<file path="config.mk">
export PLATFORM = sky130hd
export DESIGN_NAME = delayed_event_slots_flat
export DESIGN_NICKNAME = d
export VERILOG_FILES = /design/src/rtl/des_pkg.sv /design/src/rtl/des_channels.sv /design/src/rtl/des_alu.sv /design/src/rtl/delayed_event_slots.sv /design/src/flat_wrapper.sv
export SDC_FILE = /design/constraint.sdc
export NUM_CORES = 1
export LEC_CHECK = 0
export ABC_CLOCK_PERIOD_IN_PS = 6800
export BUFFER_PORTS_ARGS = -buffer_cell sky130_fd_sc_hd__buf_2
export CAP_MARGIN = 20
export CORE_ASPECT_RATIO = 0.8
export CORE_UTILIZATION = 60
export DETAILED_ROUTE_END_ITERATION = 16
export PLACE_DENSITY = 0.78
export SKIP_LAST_GASP = 1
export SLEW_MARGIN = 10
export SYNTH_ARGS = -nofsm -noshare
export SYNTH_HDL_FRONTEND = slang
export SYNTH_SLANG_ARGS = --single-unit
</file>
<file path="constraint.sdc">
create_clock -name i_clk -period 6.8 [get_ports i_clk]
set_input_delay 0.68 -clock i_clk [delete_from_list [all_inputs] [get_ports i_clk]]
set_output_delay 0.68 -clock i_clk [all_outputs]
set_load 0.005 [all_outputs]
</file>
<file path="src/rtl/des_pkg.sv">
// Package for the delayed event slot bank: widths, function codes and shared types.
package des_pkg;

    localparam int SLOTS_DEF = 8;
    localparam int FUNC_W    = 2;
    localparam int MS_W      = 16;
    localparam int TAG_W     = 16;

    typedef enum logic [FUNC_W-1:0] {
        FUNC_ENQUEUE = 2'd0,
        FUNC_TICK    = 2'd1,
        FUNC_CLEAR   = 2'd2
    } t_func;

    typedef struct packed {
        logic            gt;
        logic [MS_W-1:0] diff;
    } t_alu_res;

endpackage

</file>
<file path="src/rtl/des_channels.sv">
// Valid/ready channel interfaces for the input items and the dispatched events.
interface des_in_if import des_pkg::*; ();
    logic              valid;
    logic              ready;
    logic [FUNC_W-1:0] func;
    logic [MS_W-1:0]   delay_ms;
    logic [TAG_W-1:0]  event_tag;
    logic [MS_W-1:0]   elapsed_ms;

    modport source (output valid, func, delay_ms, event_tag, elapsed_ms, input ready);
    modport sink   (input valid, func, delay_ms, event_tag, elapsed_ms, output ready);
endinterface

interface des_out_if import des_pkg::*; ();
    logic             valid;
    logic             ready;
    logic [TAG_W-1:0] out_tag;
    logic             immediate;
    logic             last;

    modport source (output valid, out_tag, immediate, last, input ready);
    modport sink   (input valid, out_tag, immediate, last, output ready);
endinterface

</file>
<file path="src/rtl/des_alu.sv">
// Shared compare/subtract unit: checks a slot's time left against the elapsed time.
module des_alu import des_pkg::*; (
    input  logic [MS_W-1:0] i_remain,
    input  logic [MS_W-1:0] i_elapsed,
    output t_alu_res        o_res
);

    assign o_res.gt   = i_remain > i_elapsed;
    assign o_res.diff = i_remain - i_elapsed;

endmodule

</file>
<file path="src/rtl/delayed_event_slots.sv">
// Top level of the delayed event slot bank: sequencer, slot storage and output register.
//
// An enqueue into a free slot, a clear and unused codes leave the state idle. A
// tick is accepted and then walks the slots one per cycle, unless stalled, through
// a single compare/subtract unit. When any slot expires, a flush state then sends
// the final expiry marked last. An expiry found while an earlier one is still pending
// and the output register is full stalls the walk until that transfer completes.
// An immediate dispatch (zero delay or all slots busy) also passes through the
// flush state, unlike an enqueue. The final dispatch of any item also waits
// while the output register is full. The input is not ready while a tick scan
// or a final dispatch is in progress; a finished result may sit in the output
// register while the next item is taken.
module delayed_event_slots import des_pkg::*; #(
    parameter int SLOTS = SLOTS_DEF
) (
    input  logic      i_clk,
    input  logic      i_rst_n,
    des_in_if.sink    i_in,
    des_out_if.source o_out
);

    localparam int IDX_W = (SLOTS > 1) ? $clog2(SLOTS) : 1;
    localparam logic [IDX_W-1:0] LAST_IDX = IDX_W'(SLOTS - 1);

    typedef enum logic [1:0] {
        S_IDLE,
        S_SCAN,
        S_FLUSH
    } t_state;

    t_state           r_state;
    logic [SLOTS-1:0] r_busy;
    logic [MS_W-1:0]  r_remain [SLOTS];
    logic [TAG_W-1:0] r_tag    [SLOTS];
    logic [IDX_W-1:0] r_idx;
    logic [MS_W-1:0]  r_elapsed;

    logic             r_pend_valid;
    logic [TAG_W-1:0] r_pend_tag;
    logic             r_pend_imm;

    logic             r_out_valid;
    logic [TAG_W-1:0] r_out_tag;
    logic             r_out_imm;
    logic             r_out_last;

    logic             w_in_xfer;
    logic             w_out_free;
    logic             w_out_load;
    logic             w_any_free;
    logic [IDX_W-1:0] w_free_idx;
    logic             w_expire;
    logic             w_scan_stall;
    t_alu_res         w_alu;

    des_alu u_alu (
        .i_remain  (r_remain[r_idx]),
        .i_elapsed (r_elapsed),
        .o_res     (w_alu)
    );

    always_comb begin
        w_free_idx = '0;
        for (int i = SLOTS - 1; i >= 0; i--) begin
            if (!r_busy[i]) begin
                w_free_idx = IDX_W'(i);
            end
        end
    end

    assign w_any_free   = ~&r_busy;
    assign i_in.ready   = (r_state == S_IDLE) && !r_pend_valid;
    assign w_in_xfer    = i_in.valid && i_in.ready;
    assign w_out_free   = !r_out_valid || o_out.ready;
    assign w_expire     = r_busy[r_idx] && !w_alu.gt;
    assign w_scan_stall = w_expire && r_pend_valid && !w_out_free;
    assign w_out_load   = ((r_state == S_SCAN) && w_expire && r_pend_valid && w_out_free)
                          || ((r_state == S_FLUSH) && w_out_free);

    assign o_out.valid     = r_out_valid;
    assign o_out.out_tag   = r_out_tag;
    assign o_out.immediate = r_out_imm;
    assign o_out.last      = r_out_last;

    always_ff @(posedge i_clk) begin
        if (!i_rst_n) begin
            r_state      <= S_IDLE;
            r_busy       <= '0;
            r_idx        <= '0;
            r_pend_valid <= 1'b0;
            r_out_valid  <= 1'b0;
        end else begin
            if (w_out_load) begin
                r_out_valid <= 1'b1;
            end else if (o_out.ready) begin
                r_out_valid <= 1'b0;
            end
            case (r_state)
                S_IDLE: begin
                    if (w_in_xfer) begin
                        case (t_func'(i_in.func))
                            FUNC_ENQUEUE: begin
                                if ((i_in.delay_ms != '0) && w_any_free) begin
                                    r_busy[w_free_idx]   <= 1'b1;
                                    r_remain[w_free_idx] <= i_in.delay_ms;
                                    r_tag[w_free_idx]    <= i_in.event_tag;
                                end else begin
                                    r_pend_valid <= 1'b1;
                                    r_pend_tag   <= i_in.event_tag;
                                    r_pend_imm   <= 1'b1;
                                    r_state      <= S_FLUSH;
                                end
                            end
                            FUNC_TICK: begin
                                r_elapsed <= i_in.elapsed_ms;
                                r_idx     <= '0;
                                r_state   <= S_SCAN;
                            end
                            FUNC_CLEAR: begin
                                r_busy <= '0;
                            end
                            default: begin
                            end
                        endcase
                    end
                end
                S_SCAN: begin
                    if (!w_scan_stall) begin
                        if (r_busy[r_idx]) begin
                            if (w_alu.gt) begin
                                r_remain[r_idx] <= w_alu.diff;
                            end else begin
                                r_busy[r_idx] <= 1'b0;
                                // earlier expiry is known not to be last
                                if (r_pend_valid) begin
                                    r_out_tag   <= r_pend_tag;
                                    r_out_imm   <= r_pend_imm;
                                    r_out_last  <= 1'b0;
                                end
                                r_pend_valid <= 1'b1;
                                r_pend_tag   <= r_tag[r_idx];
                                r_pend_imm   <= 1'b0;
                            end
                        end
                        if (r_idx == LAST_IDX) begin
                            r_state <= (w_expire || r_pend_valid) ? S_FLUSH : S_IDLE;
                        end else begin
                            r_idx <= r_idx + IDX_W'(1);
                        end
                    end
                end
                S_FLUSH: begin
                    if (w_out_free) begin
                        r_out_tag    <= r_pend_tag;
                        r_out_imm    <= r_pend_imm;
                        r_out_last   <= 1'b1;
                        r_pend_valid <= 1'b0;
                        r_state      <= S_IDLE;
                    end
                end
                default: begin
                    r_state <= S_IDLE;
                end
            endcase
        end
    end

`ifndef NO_ASSERTIONS
    a_idle_no_pending: assert property (@(posedge i_clk) disable iff (!i_rst_n)
        (r_state == S_IDLE) |-> !r_pend_valid)
        else $error("pending dispatch left behind in idle");

    a_immediate_is_last: assert property (@(posedge i_clk) disable iff (!i_rst_n)
        (r_out_valid && r_out_imm) |-> r_out_last)
        else $error("immediate dispatch not marked last");

    a_clear_empties: assert property (@(posedge i_clk) disable iff (!i_rst_n)
        (w_in_xfer && (i_in.func == FUNC_CLEAR)) |=> (r_busy == '0))
        else $error("slots busy after clear");

    a_enqueue_takes_one: assert property (@(posedge i_clk) disable iff (!i_rst_n)
        (w_in_xfer && (i_in.func == FUNC_ENQUEUE) && (i_in.delay_ms != '0) && w_any_free)
        |=> ($countones(r_busy) == ($countones($past(r_busy)) + 1)))
        else $error("enqueue did not fill exactly one slot");

    a_scan_blocks_input: assert property (@(posedge i_clk) disable iff (!i_rst_n)
        (r_state == S_SCAN) |-> (!i_in.ready && (r_idx <= LAST_IDX)))
        else $error("input taken or index out of range during scan");
`endif

endmodule
</file>
<file path="src/flat_wrapper.sv">
// flat-port wrapper written by rule: the top's interface ports become plain ports
module delayed_event_slots_flat import des_pkg::*;
#(
    parameter int SLOTS = SLOTS_DEF
)
  (i_clk, i_rst_n, i_in_valid, i_in_func, i_in_delay_ms, i_in_event_tag, i_in_elapsed_ms, i_in_ready, o_out_valid, o_out_out_tag, o_out_immediate, o_out_last, o_out_ready);
  des_in_if i_in_i ();
  des_out_if o_out_i ();
  input  logic i_clk;
  input  logic i_rst_n;
  input wire logic [$bits(i_in_i.valid)-1:0] i_in_valid;
  input wire logic [$bits(i_in_i.func)-1:0] i_in_func;
  input wire logic [$bits(i_in_i.delay_ms)-1:0] i_in_delay_ms;
  input wire logic [$bits(i_in_i.event_tag)-1:0] i_in_event_tag;
  input wire logic [$bits(i_in_i.elapsed_ms)-1:0] i_in_elapsed_ms;
  output wire logic [$bits(i_in_i.ready)-1:0] i_in_ready;
  output wire logic [$bits(o_out_i.valid)-1:0] o_out_valid;
  output wire logic [$bits(o_out_i.out_tag)-1:0] o_out_out_tag;
  output wire logic [$bits(o_out_i.immediate)-1:0] o_out_immediate;
  output wire logic [$bits(o_out_i.last)-1:0] o_out_last;
  input wire logic [$bits(o_out_i.ready)-1:0] o_out_ready;
  assign i_in_i.valid = i_in_valid;
  assign i_in_i.func = i_in_func;
  assign i_in_i.delay_ms = i_in_delay_ms;
  assign i_in_i.event_tag = i_in_event_tag;
  assign i_in_i.elapsed_ms = i_in_elapsed_ms;
  assign i_in_ready = i_in_i.ready;
  assign o_out_valid = o_out_i.valid;
  assign o_out_out_tag = o_out_i.out_tag;
  assign o_out_immediate = o_out_i.immediate;
  assign o_out_last = o_out_i.last;
  assign o_out_i.ready = o_out_ready;
  delayed_event_slots #(.SLOTS(SLOTS)) u_core (.i_clk(i_clk), .i_rst_n(i_rst_n), .i_in(i_in_i), .o_out(o_out_i));
endmodule
</file>
==> out/summary.txt, run 1 <==
clk root buf: clkbuf_16
synthesis-to-layout area growth: 11.84%
Syn Std Cell Area: 13730 µm²
slowest stage delay, CP: 0.94 ns
arrival time worst endpoint: 5.66 ns
CTS sink count: 325
Layout fillers: 1477
status: completed
worst-path fanout max: 46
Synth Area per Inst: 17.06 µm²
Final Hold Fails: 0
DR vias: 7576
CP Capture Type: flop
number of global-route vias before repair: 7807
Vias/cell: 6.195
Resized cells post-CTS: 0
clk_skew: 0.01557 ns
Unique masters post-synth: 59
GRT overflow: 0
GPL Wtd Cong: 0.8686
Detail Placement HPWL: 18010 µm
Hold Path Class: input port to flop
worst vdd ir: 0.0001605 V
1st-iter DRT viols: 833
Reg2Reg Depth: 9
FMAX: 182.5 MHz
port buffer count: 73
Die ar.: 23500 µm²
worst-margin pin slew: 1.091 ns
Max Slew Vio Count: 0
CTS tree: built
Clock transition at path regs: 0.06 ns
row count: 49
Post-CTS Setup Inserts: 0
hold buffers post-CTS: 0
clock latency at the later pin of the worst-skew pair: 0.55 ns
final net count: 970
core box area: 22440 µm²
ant diodes: 0
die span in x: 171.1 µm
Power, Total: 3.978 mW
PD cells: 259.1 nW/µm²
# IOs: 74
FF+latch area: 9585 µm²
CP Cell Sequence: mux4_2 > mux2_2 > ha_1 > a21oi_1 > o21ai_0 > a211o_1 > o21ai_1 > or3_2 > a21o_1
maxcap violations: 0
global-route wire length before repair: 43550 µm
Crit-path slowest cell: or3_2
critical path buffer and inverter count: 0
largest net degree at the start of global routing: 47
dpl cell area: 14430 µm²
asr flop ratio synth: 0%
EDFF count, synth: 307
fin crit share: 80.60%
CTS max path bufs: 3
Fin Hold WS: 0.2992 ns
GRT Total Usage: 25.22%
critical path required time: 6.98 ns
DRT antenna net count: 0
Crit path depth: 9
crit start category: flop
max_slew headroom: 27.27%
Leak: 5.138 nW
antenna violations before repair: 0
Post-Synthesis Cells: 805
WL/cell: 23.29 µm
post-route minimum period: 5.480 ns
Hold Path Stages: 1
1st-pass router iterations: 5
Crit Path Class: flop to flop
Largest delay share family, worst path: compound AO/OA/AOI/OAI gates
DRC viols: 0
sequential fraction of the synthesis area: 69.76%
H-tree depth: 1
Yosys warnings: 0
Chip Height: 137.3 µm
RSZ-0062 raised after global routing: no
CTS Buf Count: 31
final setup fails: 0
Synth Net Count: 881
share of cells above drive strength 1: 26.94%
design area: 15360 µm²
final WL: 28480 µm
Multi-input gate area: 3864 µm²
post-synthesis register bit count: 325
Setup TNS Final: 0 ns
ys flop type: edfxtp_1
initial core utilization: 61.20%
## layer usage
layer | global-route usage, % | vias up | wire (µm)
met5 | 0 | - | 0
met4 | 7.639 | 0 | 678
met3 | 3.993 | 53 | 1842
met2 | 41.64 | 317 | 14100
met1 | 35.04 | 3829 | 11860
li1 | - | 3377 | -
## final timing paths
check	start	endpoint	slack [ns]
setup / recovery	flop	u_core.r_remain[2][9]	1.32
hold / removal	i_in_elapsed_ms[10]	u_core.r_elapsed[10]	0.30
setup reg to reg	flop	u_core.r_remain[2][9]	1.32
hold reg to reg	u_core.r_pend_tag[2]	u_core.o_out.out_tag[2]	0.42
## cell usage in the layout (no fill, tap or decap), types with 6 or more instances in the layout
master,n
dfxtp_1,15
buf_2,73
nor2b_1,8
inv_1,28
edfxtp_1,307
o21ai_2,15
xor2_1,7
a21oi_1,35
mux4_2,65
a21o_1,8
buf_4,16
clkbuf_16,31
nand3_1,14
mux2i_1,21
clkinv_2,8
nor3_1,10
ha_1,21
o21ai_0,14
clkinv_1,10
nand4_1,8
and3_1,6
nor2_1,48
mux2_2,14
nand2_1,35
## per-stage QoR
stage	worst slack (ns)	utilization (%)	cells
2_1_floorplan	1.556	-	805
3_3_place_gp	1.468	64.29	1165
3_5_place_dp	1.322	64.29	1165
4_1_cts	1.321	68.31	1221
5_1_grt	1.008	68.44	1223
6_report	1.320	68.44	1223
## power breakdown
group | total, mW | switching (mW) | internal [mW]
clock network | 1.54 | 0.713 | 0.832
logic | 0.209 | 0.128 | 0.0803
registers | 2.23 | 0.0117 | 2.21
total | 3.98 | 0.853 | 3.13
## cell usage after synthesis, drive strengths merged (18+ instances only)
| master | instances | area, µm² |
|---|---|---|
| edfxtp | 307 | 9219 |
| mux4 | 65 | 1464 |
| nor2 | 49 | 186.4 |
| a21oi | 35 | 175.2 |
| nand2 | 35 | 131.4 |
| o21ai | 34 | 226.5 |
| inv | 28 | 105.1 |
| ha | 21 | 262.8 |
| mux2i | 21 | 210.2 |
| buf | 19 | 131.4 |
| dfxtp | 18 | 360.4 |
## worst register-to-register path, cell delays in order (launching register included)
cell and delay, ns:
dfxtp_4 0.86, mux4_2 0.66, mux2_2 0.31, ha_1 0.36, a21oi_1 0.17, o21ai_0 0.18, a211o_1 0.31, o21ai_1 0.57
or3_2 0.94, a21o_1 0.74
## area by class of cell
class                      count  share of cell area (%)
clock inverter                22                  0.7414
inverter                      29                  0.7088
sequential                   325                   62.42
tap                          306                   2.493
clock buffer                  34                   5.125
timing repair buffer          91                   3.357
multi-input combinational    416                   25.16
## cell families (layout without fill, tap and decap cells)
kind of cell,Yosys count,count (layout),synth area share [%]
and+or+nand+nor,162,162,5.786
AOI/OAI and AO/OA,118,118,5.886
muxes,102,102,13.56
xor gates and xnor gates,12,12,0.7654
buffers and inverters,64,176,2.187
adders and majority gates,22,22,2.059
DFF,325,325,69.76
## flip-flops by register name, indices dropped and copies added (netlist names), 2 cells and up, named ones only
name / cells
u_core.r_remain: 128
u_core.r_tag: 128
u_core.o_out.out_tag: 16
u_core.r_elapsed: 16
u_core.r_pend_tag: 16
u_core.r_busy: 8
u_core.r_idx: 3
u_core.r_state: 2
Power figures use the tool's default switching activity.
==> run 2: changes to the inputs <==
- ABC_CLOCK_PERIOD_IN_PS: 6800 -> 4700
- CORE_UTILIZATION: 60 -> 55
- PLACE_DENSITY: 0.78 -> 0.76
- clock period: 6.8 -> 4.7 ns (I/O delays scaled with it)
==> out/summary.txt, run 2 (same netlist as run 1, synthesis figures left out) <==
PD cells: 390.9 nW/µm²
post-route minimum period: 4.277 ns
arrival time worst endpoint: 4.58 ns
global-route wire length before repair: 42390 µm
largest net degree at the start of global routing: 34
Die ar.: 25610 µm²
design area: 15650 µm²
CP Cell Sequence: buf_12 > mux4_2 > mux2_2 > ha_1 > and4_1 > and2_1 > a31oi_1 > o21ai_1 > or3_2 > buf_4 > o31ai_2
FMAX: 233.8 MHz
GRT overflow: 0
DR vias: 7533
CTS max path bufs: 3
worst vdd ir: 0.0004489 V
Resized cells post-CTS: 0
Detail Placement HPWL: 17550 µm
CTS tree: built
core box area: 24440 µm²
Crit-path slowest cell: dfxtp_2
post-layout util: 64.03%
1st-pass router iterations: 5
critical path buffer and inverter count: 2
worst-margin pin slew: 0.7990 ns
Final Non-Filler Cells: 1248
worst-path fanout max: 32
Max Slew Vio Count: 0
final WL: 27720 µm
1st-iter DRT viols: 793
final net count: 981
Chip Height: 143.3 µm
RSZ-0062 raised after global routing: no
port buffer count: 73
hold buffers post-CTS: 0
ant diodes: 0
GPL Wtd Cong: 0.9177
DRC viols: 0
Clock transition at path regs: 0.07 ns
max_slew headroom: 46.32%
# IOs: 74
slowest stage delay, CP: 0.68 ns
fin crit share: 91.00%
WL/cell: 22.21 µm
Post-CTS Setup Inserts: 0
placed instance count: 1190
final setup fails: 0
dpl cell area: 14570 µm²
GRT Total Usage: 22.32%
Hold Path Class: input port to flop
CP Capture Type: flop
initial core utilization: 56.19%
critical path required time: 5.00 ns
antenna violations before repair: 0
H-tree depth: 1
CTS sink count: 325
Largest regs: u_core.r_remain x128, u_core.r_tag x128
most frequent cells in the layout: 307 x edfxtp_1, 73 x buf_2, 65 x mux4_2
maxcap violations: 0
die span in x: 178.7 µm
Vias/cell: 6.036
share of cells above drive strength 1: 28.92%
clk_skew: 0.02336 ns
Crit Path Class: flop to flop
row count: 51
Leak: 5.292 nW
status: completed
clock latency at the later pin of the worst-skew pair: 0.58 ns
synthesis-to-layout area growth: 13.96%
clk root buf: clkbuf_16
crit start category: flop
Largest delay share family, worst path: simple AND/OR/NAND/NOR gates
CTS Buf Count: 31
number of global-route vias before repair: 7519
commonest non-fill, non-tap cell in the layout: edfxtp_1
Final Hold Fails: 0
Setup TNS Final: 0 ns
DRT antenna net count: 0
[run 2: cell count changes in the layout (fill, tap and decap cells not counted), moves of 2 or more]
cell       previous run  this run
buf_4                16        27
bufinv_16             0         5
clkinv_1             10         5
clkbuf_1              3         0
clkinv_2              8        11
buf_12                0         2
buf_8                 2         0
[run 2: final cells by class]
class,count,area (µm²)
Clock buffer,31,775.7
Clock inverter,27,300.3
Fill cell,1671,8791
Inverter,29,108.9
Multi-Input combinational cell,416,3872
Sequential cell,325,9585
Tap cell,318,397.9
Timing Repair Buffer,102,608.1
[run 2: report_power, final]
group	switching (mW)	total, mW	internal (mW)	leakage, nW
logic	0.189	0.308	0.119	1.85
registers	0.0144	3.22	3.20	2.91
clock network	1.09	2.59	1.50	0.534
[run 2: final timing paths]
| kind | start | to | slack [ns] | depth (start not counted) |
|---|---|---|---|---|
| min reg2reg | u_core.r_pend_imm | u_core.o_out.immediate | 0.42 | 0 |
| max | flop | u_core.r_remain[0][13] | 0.42 | 11 |
| max reg2reg | flop | u_core.r_remain[0][13] | 0.42 | 11 |
| min | i_in_elapsed_ms[11] | u_core.r_elapsed[11] | 0.07 | 1 |
[run 2: metal layers]
metal | share of wire, % | routed length (µm) | up-vias | global-route usage [%]
met3 | 7.4 | 2045 | 39 | 3.677
li1 | - | - | 3407 | -
met5 | 0 | 0 | - | 0
met2 | 47 | 13140 | 287 | 35.11
met4 | 2.0 | 559 | 0 | 5.665
met1 | 43 | 11980 | 3800 | 32.81
[run 2: worst reg2reg max path, stage by stage, from the launching register on]
cell     delay (ns)
dfxtp_2        0.68
buf_12         0.23
mux4_2         0.31
mux2_2         0.32
ha_1           0.33
and4_1         0.23
and2_1         0.15
a31oi_1        0.16
o21ai_1        0.11
or3_2          0.61
buf_4          0.33
o31ai_2        0.56
[run 2: per-stage QoR]
| step | setup slack [ns] | hold slack (ns) | power, mW |
|---|---|---|---|
| floorplan | 0.07648 | 0.4003 | 3.467 |
| global placement | 0.4968 | 0.4019 | 3.577 |
| detailed placement | 0.4095 | 0.4054 | 3.584 |
| CTS | 0.4104 | 0.04563 | 6.158 |
| global route | 0.1400 | 0.04683 | 6.296 |
| finish | 0.4230 | 0.06942 | 6.117 |
==> run 3: changes to the inputs <==
- CELL_PAD_IN_SITES_DETAIL_PLACEMENT: default -> 1
- CELL_PAD_IN_SITES_GLOBAL_PLACEMENT: default -> 2
- CORE_UTILIZATION: 55 -> 42
- PLACE_DENSITY: 0.76 -> default
- PLACE_DENSITY_LB_ADDON: default -> 0.1
==> out/summary.txt, run 3 (same netlist as run 1, synthesis figures left out) <==
Hold Path Stages: 1
row count: 58
ant diodes: 0
r2r setup slk: 0.28 ns
Layout fillers: 3016
Largest regs: u_core.r_remain x128, u_core.r_tag x128
clock latency at the later pin of the worst-skew pair: 0.53 ns
final net count: 989
core box area: 31790 µm²
Post-CTS Setup Inserts: 0
1st-iter DRT viols: 547
placed instance count: 1296
port buffer count: 73
Final Hold Fails: 0
CTS tree: built
FMAX: 226.2 MHz
maxcap violations: 0
worst-path fanout max: 23
CTS Buf Count: 35
Crit Path Class: flop to flop
most frequent cells in the layout: 307 x edfxtp_1, 73 x buf_2, 65 x mux4_2
initial core utilization: 43.20%
worst vdd ir: 0.0002982 V
fin crit share: 94.06%
CTS max path bufs: 3
global-route wire length before repair: 49910 µm
Crit-path slowest cell: or3_2
final WL: 33180 µm
1st-pass router iterations: 5
slowest stage delay, CP: 0.64 ns
Max Slew Vio Count: 0
# IOs: 74
WL/cell: 24.40 µm
post-route minimum period: 4.421 ns
CP Capture Type: flop
number of global-route vias before repair: 8112
GRT Total Usage: 20.49%
CP Cell Sequence: buf_12 > mux4_2 > mux2_2 > ha_1 > a21oi_1 > o21ai_0 > a211o_1 > o21ai_1 > or3_2 > buf_4 > mux2_4
clk_skew: 0.02308 ns
CTS sink count: 325
antenna violations before repair: 0
Leak: 5.395 nW
Vias/cell: 5.524
worst-margin pin slew: 0.8097 ns
critical path required time: 4.95 ns
Hold Path Class: input port to flop
RSZ-0062 raised after global routing: no
design area: 16070 µm²
Chip Height: 163.7 µm
arrival time worst endpoint: 4.67 ns
DRT antenna net count: 0
commonest non-fill, non-tap cell in the layout: edfxtp_1
clk root buf: clkbuf_16
DRC viols: 0
critical path buffer and inverter count: 2
die span in x: 204.2 µm
max_slew headroom: 45.82%
H-tree depth: 2
Setup TNS Final: 0 ns
synthesis-to-layout area growth: 17.02%
Die ar.: 33430 µm²
GPL Wtd Cong: 0.7945
PD cells: 403.1 nW/µm²
DR vias: 7512
crit start category: flop
dpl cell area: 14810 µm²
GRT overflow: 0
Clock transition at path regs: 0.06 ns
share of cells above drive strength 1: 29.04%
Detail Placement HPWL: 21450 µm
final setup fails: 0
Crit path depth: 11
Reg2Reg Depth: 11
Largest delay share family, worst path: multiplexers
Final Non-Filler Cells: 1360
status: completed
largest net degree at the start of global routing: 35
-- run 3: area by class of cell --
class / instances / area, µm² / area share (%)
inverter: 29 / 108.9 / 0.6774
clock buffer: 42 / 933.4 / 5.809
timing repair buffer: 106 / 729.5 / 4.539
sequential: 325 / 9585 / 59.65
clock inverter: 22 / 301.5 / 1.877
multi-input combinational: 416 / 3885 / 24.18
tap: 420 / 525.5 / 3.270
-- run 3: power breakdown --
| part | internal (mW) | leakage, nW | switching, mW | total [mW] |
|---|---|---|---|---|
| combinational | 0.120 | 1.89 | 0.203 | 0.323 |
| clock | 1.81 | 0.595 | 1.12 | 2.93 |
| sequential | 3.20 | 2.91 | 0.0169 | 3.22 |
| total | 5.13 | 5.40 | 1.34 | 6.48 |
-- run 3: final timing paths --
kind                          from                        to
min            i_in_elapsed_ms[13]      u_core.r_elapsed[13]
max                           flop     u_core.r_remain[0][9]
max reg2reg                   flop     u_core.r_remain[0][9]
min reg2reg  u_core.r_pend_tag[10]  u_core.o_out.out_tag[10]
-- run 3: metal layers --
layer	global-route usage [%]	vias up	wire [µm]
met1	29.20	3862	15440
met4	4.376	0	483
met5	0	-	0
met3	5.278	44	2003
li1	-	3432	-
met2	31.79	174	15250
-- run 3: per-stage QoR --
step	power (mW)	hold WS, ns	setup slack [ns]	utilization [%]
after global placement	3.587	0.4012	0.2326	46.59
after detailed placement	3.601	0.4052	0.05320	46.59
final	6.477	0.1200	0.2790	50.56
after floorplan	3.467	0.4003	0.07648	-
after global routing	6.684	0.09655	0.01423	50.56
after CTS	6.541	0.09650	0.01949	50.48
-- run 3: what timing repair did --
| action | CTS | global route |
|---|---|---|
| setup endpoints to repair | 0 | 26 |
| hold buffers | 0 | 0 |
| resized for setup | 0 | 4 |
-- run 3: worst reg2reg max path, delay by kind of cell, from the launching register on --
kind                       cells  cell delay (ns)
muxes                          3             1.21
AOI/OAI and AO/OA              4             0.78
and+or+nand+nor                1             0.65
DFF                            1             0.58
buffers and inverters          2             0.56
adders and majority gates      1             0.39
